## src/rtl/wti_pkg.sv

```systemverilog
// Shared types and constants of the waypoint trajectory interpolator.
package wti_pkg;

  typedef enum logic [1:0] {
    ACT_WP_WRITE    = 2'd0,
    ACT_START_WRITE = 2'd1,
    ACT_NEW_GOAL    = 2'd2,
    ACT_TICK        = 2'd3
  } action_e;

  typedef enum logic [1:0] {
    ST_INTERP   = 2'd0,
    ST_PAST_END = 2'd1,
    ST_ZERO_SEG = 2'd2,
    ST_EMPTY    = 2'd3
  } status_e;

  localparam int unsigned NCOMP     = 15;
  localparam int unsigned POSE_N    = 7;
  localparam int unsigned DIV_STEPS = 33;

  localparam logic [3:0] COMP_WRENCH0 = 4'd7;
  localparam logic [3:0] COMP_FLAGS   = 4'd13;
  localparam logic [3:0] COMP_TIME    = 4'd14;

  typedef struct packed {
    logic accept;
    logic srch_rd;
    logic srch_chk;
    logic ts_rd;
    logic ts_chk;
    logic ent_rd;
    logic ent_wr;
    logic c_rd;
    logic c_dat;
    logic mul;
    logic div_step;
    logic fin;
    logic emit;
    logic comp_clr;
    logic comp_ent;
    logic comp_inc;
  } cmd_t;

  typedef struct packed {
    logic is_tick;
    logic n_zero;
    logic found;
    logic at_end;
    logic entry_need;
    logic need_interp;
    logic comp_last;
    logic out_free;
  } sts_t;

endpackage

```

## src/rtl/wti_ctrl.sv

```systemverilog
// Sequencer of the interpolator: search, segment entry, per-component compute and output.
module wti_ctrl (
  input  logic          clk_i,
  input  logic          rst_ni,
  input  logic          s_valid_i,
  input  wti_pkg::sts_t sts_i,
  output logic          s_ready_o,
  output wti_pkg::cmd_t cmd_o
);

  typedef enum logic [12:0] {
    S_IDLE  = 13'b0000000000001,
    S_S_RD  = 13'b0000000000010,
    S_S_CHK = 13'b0000000000100,
    S_T_RD  = 13'b0000000001000,
    S_T_CHK = 13'b0000000010000,
    S_E_RD  = 13'b0000000100000,
    S_E_WR  = 13'b0000001000000,
    S_C_RD  = 13'b0000010000000,
    S_C_DAT = 13'b0000100000000,
    S_MUL   = 13'b0001000000000,
    S_DIV   = 13'b0010000000000,
    S_FIN   = 13'b0100000000000,
    S_EMIT  = 13'b1000000000000
  } state_e;

  state_e     state_q, state_d;
  logic [5:0] cnt_q, cnt_d;

  always_comb begin
    state_d   = state_q;
    cnt_d     = cnt_q;
    cmd_o     = '0;
    s_ready_o = 1'b0;
    unique case (state_q)
      S_IDLE: begin
        s_ready_o = 1'b1;
        if (s_valid_i) begin
          cmd_o.accept = 1'b1;
          if (sts_i.is_tick) begin
            cmd_o.comp_clr = 1'b1;
            state_d = sts_i.n_zero ? S_C_RD : S_S_RD;
          end
        end
      end
      S_S_RD: begin
        cmd_o.srch_rd = 1'b1;
        state_d = S_S_CHK;
      end
      S_S_CHK: begin
        cmd_o.srch_chk = 1'b1;
        if (sts_i.found) begin
          state_d = S_T_RD;
        end else if (sts_i.at_end) begin
          cmd_o.comp_clr = 1'b1;
          state_d = S_C_RD;
        end else begin
          state_d = S_S_RD;
        end
      end
      S_T_RD: begin
        cmd_o.ts_rd = 1'b1;
        state_d = S_T_CHK;
      end
      S_T_CHK: begin
        cmd_o.ts_chk = 1'b1;
        if (sts_i.entry_need) begin
          cmd_o.comp_ent = 1'b1;
          state_d = S_E_RD;
        end else begin
          cmd_o.comp_clr = 1'b1;
          state_d = S_C_RD;
        end
      end
      S_E_RD: begin
        cmd_o.ent_rd = 1'b1;
        state_d = S_E_WR;
      end
      S_E_WR: begin
        cmd_o.ent_wr = 1'b1;
        if (sts_i.comp_last) begin
          cmd_o.comp_clr = 1'b1;
          state_d = S_C_RD;
        end else begin
          cmd_o.comp_inc = 1'b1;
          state_d = S_E_RD;
        end
      end
      S_C_RD: begin
        cmd_o.c_rd = 1'b1;
        state_d = S_C_DAT;
      end
      S_C_DAT: begin
        cmd_o.c_dat = 1'b1;
        state_d = sts_i.need_interp ? S_MUL : S_EMIT;
      end
      S_MUL: begin
        cmd_o.mul = 1'b1;
        cnt_d = '0;
        state_d = S_DIV;
      end
      S_DIV: begin
        cmd_o.div_step = 1'b1;
        cnt_d = cnt_q + 6'd1;
        if (cnt_q == 6'(wti_pkg::DIV_STEPS - 1)) state_d = S_FIN;
      end
      S_FIN: begin
        cmd_o.fin = 1'b1;
        state_d = S_EMIT;
      end
      S_EMIT: begin
        if (sts_i.out_free) begin
          cmd_o.emit = 1'b1;
          cmd_o.comp_inc = 1'b1;
          state_d = sts_i.comp_last ? S_IDLE : S_C_RD;
        end
      end
      default: state_d = S_IDLE;
    endcase
  end

  always_ff @(posedge clk_i or negedge rst_ni) begin
    if (!rst_ni) begin
      state_q <= S_IDLE;
      cnt_q   <= '0;
    end else begin
      state_q <= state_d;
      cnt_q   <= cnt_d;
    end
  end

endmodule

```

## config.mk

```make
export PLATFORM = sky130hd
export DESIGN_NAME = wti_ctrl
export DESIGN_NICKNAME = d
export VERILOG_FILES = /design/src/rtl/wti_pkg.sv /design/src/rtl/wti_ctrl.sv
export SDC_FILE = /design/constraint.sdc
export NUM_CORES = 1
export LEC_CHECK = 0
export BUFFER_PORTS_ARGS = -buffer_cell sky130_fd_sc_hd__buf_4
export CORE_MARGIN = 2
export CORE_UTILIZATION = 45
export CTS_CLUSTER_DIAMETER = 60
export DETAILED_ROUTE_END_ITERATION = 6
export PLACE_DENSITY = 0.68
export SYNTH_ARGS = -nofsm -noshare
export SYNTH_HDL_FRONTEND = slang
export SYNTH_SLANG_ARGS = --single-unit
```

## constraint.sdc

```tcl
create_clock -name clk_i -period 1.9 [get_ports clk_i]
set_input_delay 0.095 -clock clk_i [delete_from_list [all_inputs] [get_ports clk_i]]
set_output_delay 0.095 -clock clk_i [all_outputs]
set_load 0.02 [all_outputs]
```

* Yosys cells after proc, flatten, opt, wreduce, memory -nomap -nowiden *
Cells that the tools add are included.

storage, ports and cells
  input bits = 11
  register bits after elaboration = 19
  RAM bits = 0
  latch bits = 0
  memory bits (read-only) = 0
  memories = 0

cells by class
  order comparisons = 0
  div/mod/pow operators = 0
  shift-type cells = 0
  eq/ne operators = 18
  multiplexer cells = 40
  bitwise logic cells = 0
  $mul = 0
  reductions and logical operators = 2
  $add $sub $neg = 1

operators with widths
  kind                                                   number
  case mux 13 bit (13 select lines)                      1
  2-to-1 mux 13 bit                                      6
  2-to-1 mux 8 bit                                       5
  2-to-1 mux 1 bit                                       25
  equality test 13 x 1 -> 1 bit, second input constant   1
  equality test 13 x 10 -> 1 bit, second input constant  1
  equality test 13 x 11 -> 1 bit, second input constant  1
  equality test 13 x 12 -> 1 bit, second input constant  1
  equality test 13 bit, second input constant            1
  equality test 13 x 2 -> 1 bit, second input constant   1
  equality test 13 x 3 -> 1 bit, second input constant   1
  equality test 13 x 4 -> 1 bit, second input constant   1
  equality test 13 x 5 -> 1 bit, second input constant   1
  equality test 13 x 6 -> 1 bit, second input constant   1
  equality test 13 x 7 -> 1 bit, second input constant   1
  equality test 13 x 8 -> 1 bit, second input constant   1
  equality test 13 x 9 -> 1 bit, second input constant   1
  case mux 6 bit (2 select lines)                        1
  inequality test 2 bit, second input constant           4
  adder 6 x 1 -> 6 bit, second input constant            1
  equality test 6 bit, second input constant             1
  case mux 1 bit (4 select lines)                        1
  AND reduction 4 bit                                    1
  case mux 1 bit (2 select lines)                        1
  nonzero test 2 bit                                     1

* Logic depth before layout (Yosys ltp) *
  word-level depth = 4
  depth in mapped cells = 7
  gate-level depth less buffers = 7

* Worst setup path after synthesis *
No wires, ideal clock.

  path type = register to output
  start point = register state_q[5]
  end point = output cmd_o[0] (netlist bit)
  path slack = 5 ps
  data required time = 1805 ps
  cell stages (with the launch flop) = 6
  data arrival time = 1800 ps
  cell sequence = dfrtp_1 -> nor4_4 -> nand3_1 -> and2b_1 -> and2_1 -> nand2b_1

RTL lines
  what                    line             RTL
  start, declared         wti_ctrl.sv:27   state_e state_q, state_d;
  start signal, assigned  wti_ctrl.sv:127  state_q <= state_d;
  end, declared           wti_ctrl.sv:8    output wti_pkg::cmd_t cmd_o

==> summary.md <==
| Metric | Value |
|---|---|
| Outcome | `finished, violations left` |
| Violated checks | `negative setup slack` |
| Total chip power | `roughly 2.0 mW` |
| Syn-to-layout area delta | `55.6%` |
| DRT antenna net count | `0` |
| Final hold slack | `0.0572 ns` |
| Number of levels the H-tree was split into | `1` |
| Yosys warning count | `0` |
| Placed Cells incl. Taps | `between 200 and 250` |
| Clock period minus final worst setup slack | `~2.1 ns` |
| Number of flip-flops and latches in the synthesized netlist | `19` |
| Timing endpoint of the critical path | `cmd_o[0]` |
| Worst-Margin Slew | `roughly 0.59 ns` |
| Total number of nets in the final design | `209` |
| Post-synthesis cell type with the largest combined area | `sky130_fd_sc_hd__dfrtp_1` |
| Chip width | `roughly 57 microns` |
| Max capacitance violation total | `0` |
| Overall die height | `approximately 57 microns` |
| Skew-Pair Late Insertion Delay | `0.33 ns` |
| Critical path required time | `1.80 ns` |
| CTS tree | `built` |
| Rel. slew slack | `0.607` |
| Routed Wire Length | `approximately 4000 microns` |
| I/O Pins | `28` |
| FFs w/ async S/R, synth | `1.00` |
| Row cnt | `19` |
| Global-route wire length before repair | `between 6000 and 7000 microns` |
| Number of buffers on the longest clock path | `2` |
| Largest stage delay on the critical path | `around 0.45 ns` |
| Initial antenna violation count | `0` |
| Post-DP Area | `around 1500 sq um` |
| Number of cells in the finished layout apart from fillers | `~230` |
| Via count of the first global-routing pass | `1356` |
| Number of nets in the synthesized netlist | `154` |
| Most frequent cells after synthesis | `sky130_fd_sc_hd__dfrtp_1 (18), sky130_fd_sc_hd__nor2_1 (14), sky130_fd_sc_hd__nand2_1 (10)` |
| Worst flop-to-flop path startpoint | `state_q[5]$_DFFE_PN0P_` |
| Clk pwr share | `0.112` |
| Number of vias after detailed routing | `between 1000 and 1500` |
| Syn Std Cell Area | `1260 sq um` |
| Power density over the cells | `a little over 1000 nW/um^2` |
| Leak Pwr | `approximately 0.87 nW` |
| Number of slew-limit violations in the final report | `0` |
| # port buffers | `27` |
| Switching power total | `approximately 910 uW` |
| Instance count of the mapped netlist | `141` |
| Effective utilization at floorplan | `0.467` |
| Fraction of post-synthesis cell area in the top cell type by area | `0.356` |
| HPWL after detailed placement | `roughly 2300 microns` |
| Type of element launching the critical path | `flip-flop` |
| Multi-input gate area | `950 sq um` |
| Depth of the worst register-to-register path | `7` |
| Flip-flop cell with the highest count after synthesis | `sky130_fd_sc_hd__dfrtp_1` |
| DR WL/cell | `about 18 microns` |
| Global-route usage over all layers | `0.246` |
| Max IR drop VDD | `just over 1 mV` |
| Skew final | `slightly above 0.01 ns` |
| Most common cell in the synthesized netlist | `sky130_fd_sc_hd__dfrtp_1` |
| Worst EP arrival | `approximately 2.0 ns` |
| Area enclosed by the die boundary | `roughly 3300 sq um` |
| Clock-pin slew of the registers on the worst-case setup and hold paths | `0.11 ns` |
| Avg Inst Size Synth | `8.97 sq um` |
| Reg2Reg Setup Slack | `-0.07 ns` |
| Fillers | `198` |
| Class of the tightest hold or removal check | `in -> reg` |
| Number of detailed-routing iterations run before antenna repair | `4` |
| Critical path class | `reg -> out` |
| Share of the clock period used by the worst path after layout | `1.10` |
| Sinks on Clock Net | `19` |
| EDFF count, synth | `0` |
| Avg Vias per Cell | `6.23` |
| Master of the slowest instance on the critical path | `sky130_fd_sc_hd__dfrtp_2` |
| Switching Share | `0.450` |
| Largest net degree at the start of global routing | `20` |
| Area inside the core boundary | `2710 sq um` |
| Final critical-path setup slack | `-0.189 ns` |
| Area occupied by registers | `roughly 480 sq um` |
| Fraction of layout instances using a drive strength above 1 | `0.503` |
| Peak Freq | `around 480 MHz` |
| Gate power share | `0.611` |
| Largest fanout of any net on the critical path | `5` |
| Total congestion overflow after global routing | `0` |
| Placer's final routability congestion estimate | `around 0.87` |
| Final setup TNS | `-1.77 ns` |
| Total clock buffers created by CTS | `3` |
| Capture point of the worst reg-to-reg path | `state_q[7]$_DFFE_PN0P_` |
| Internal Pwr Total | `1.11 mW` |
| Proportion of synthesized chip area in sequential cells | `0.377` |
| Setup repair after global routing missed its margin | `yes` |
| Dominant cells by area after synthesis | `sky130_fd_sc_hd__dfrtp_1 (36%), sky130_fd_sc_hd__nor2_1 (4.2%), sky130_fd_sc_hd__o21ai_0 (3.6%)` |
| Violation count after the first detailed-routing iteration | `just over 50` |
| Critical-path cell list | `nor4_4, nand3_1, and2b_2, and2_4, nand2b_4, buf_6` |
| DRC viols | `0` |
| Library cells used by synthesis | `46` |
| Sequential group share of total power | `0.277` |
| CTS Root Buffer Type | `sky130_fd_sc_hd__clkbuf_4` |
| Number of diodes | `0` |
| Hold Violations, Final | `0` |
| Number of cells on the worst hold path | `2` |
| Cell area after layout | `1970 sq um` |
| Total setup violations reported at the end of the flow | `19` |
| Startpoint of the worst setup timing path | `state_q[8]$_DFFE_PN0P_` |
| Nature of the critical path endpoint | `output port` |
[routing by layer]
metal	share of wire	wire, microns	GRT usage
met4	0.042	175	0.133
met2	0.52	2160	0.409
met5	0	0	0
met3	0.044	183	0.0476
met1	0.39	1610	0.300
[registers in the layout (all words and copies together), names as in the netlist]
| register | count |
|---|---|
| state_q | 13 |
| cnt_q | 6 |
[worst max-delay path, delay by kind of cell (launching register included)]
kind          cells  cell delay (ns)
simple gates      5             1.12
buf+inv           1             0.11
flops             1             0.45
[placed cells by master (no fill, tap or decap), drive strengths merged, types with 5 or more instances in the layout]
master / instances
and2: 5
and3: 7
buf: 50
dfrtp: 18
inv: 5
nand2: 10
nand2b: 5
nand3: 6
nand4: 5
nor2: 15
nor2b: 6
nor4: 7
o21ai: 9
[timing repair]
item | 4_1_cts | 5_1_grt
hold buffers | 2 | 1
pin swaps | 10 | 16
setup endpoints to repair | 16 | 26
buffers inserted | 13 | 5
resized for setup | 37 | 32
endpoints found under the hold margin | 20 | 1
[logic make-up (layout without fill, tap and decap cells)]
kind of cell / Yosys count / count (layout) / synth area share
buf+inv: 8 / 62 / 0.0247
fa+ha+maj: 2 / 2 / 0.0198
flops: 19 / 19 / 0.377
compound gates: 29 / 29 / 0.162
simple gates: 80 / 80 / 0.396
xor+xnor: 3 / 3 / 0.0208
[worst min path at each step]
stage / from / end / slack [ns]
final: sts_i[0] / state_q[12]$_DFFE_PN0P_ / 0.06
after floorplan: rst_ni / cnt_q[0]$_DFFE_PN0P_ / -0.20
after detailed placement: rst_ni / cnt_q[2]$_DFFE_PN0P_ / -0.01
after CTS: sts_i[5] / state_q[3]$_DFFE_PN0P_ / 0.01
after global routing: sts_i[0] / state_q[12]$_DFFE_PN0P_ / 0.05
after global placement: rst_ni / cnt_q[1]$_DFFE_PN0P_ / -0.02
[power by group through the flow]
stage               combinational, mW  sequential, mW  clock [mW]
global route                     1.32           0.570       0.250
global placement                0.763           0.551           0
floorplan                       0.561           0.505           0
finish                           1.24           0.562       0.226
CTS                             0.998           0.550       0.218
detailed placement              0.776           0.552           0
[final cells by class]
class | instances | share of cell area
timing repair buffer | 53 | 0.227
inverter | 5 | 0.0108
clock inverter | 1 | 0.00254
multi-input combinational | 114 | 0.483
clock buffer | 3 | 0.0114
tap | 31 | 0.0197
sequential | 19 | 0.246
[per-stage QoR]
stage                util  worst slack, ns
finish              0.726           -0.189
global route        0.726           -0.280
detailed placement  0.565           0.0173
global placement    0.565           0.0852
CTS                 0.665           -0.154
floorplan               -          0.00463
No activity file was read; power rests on OpenSTA's default activity.
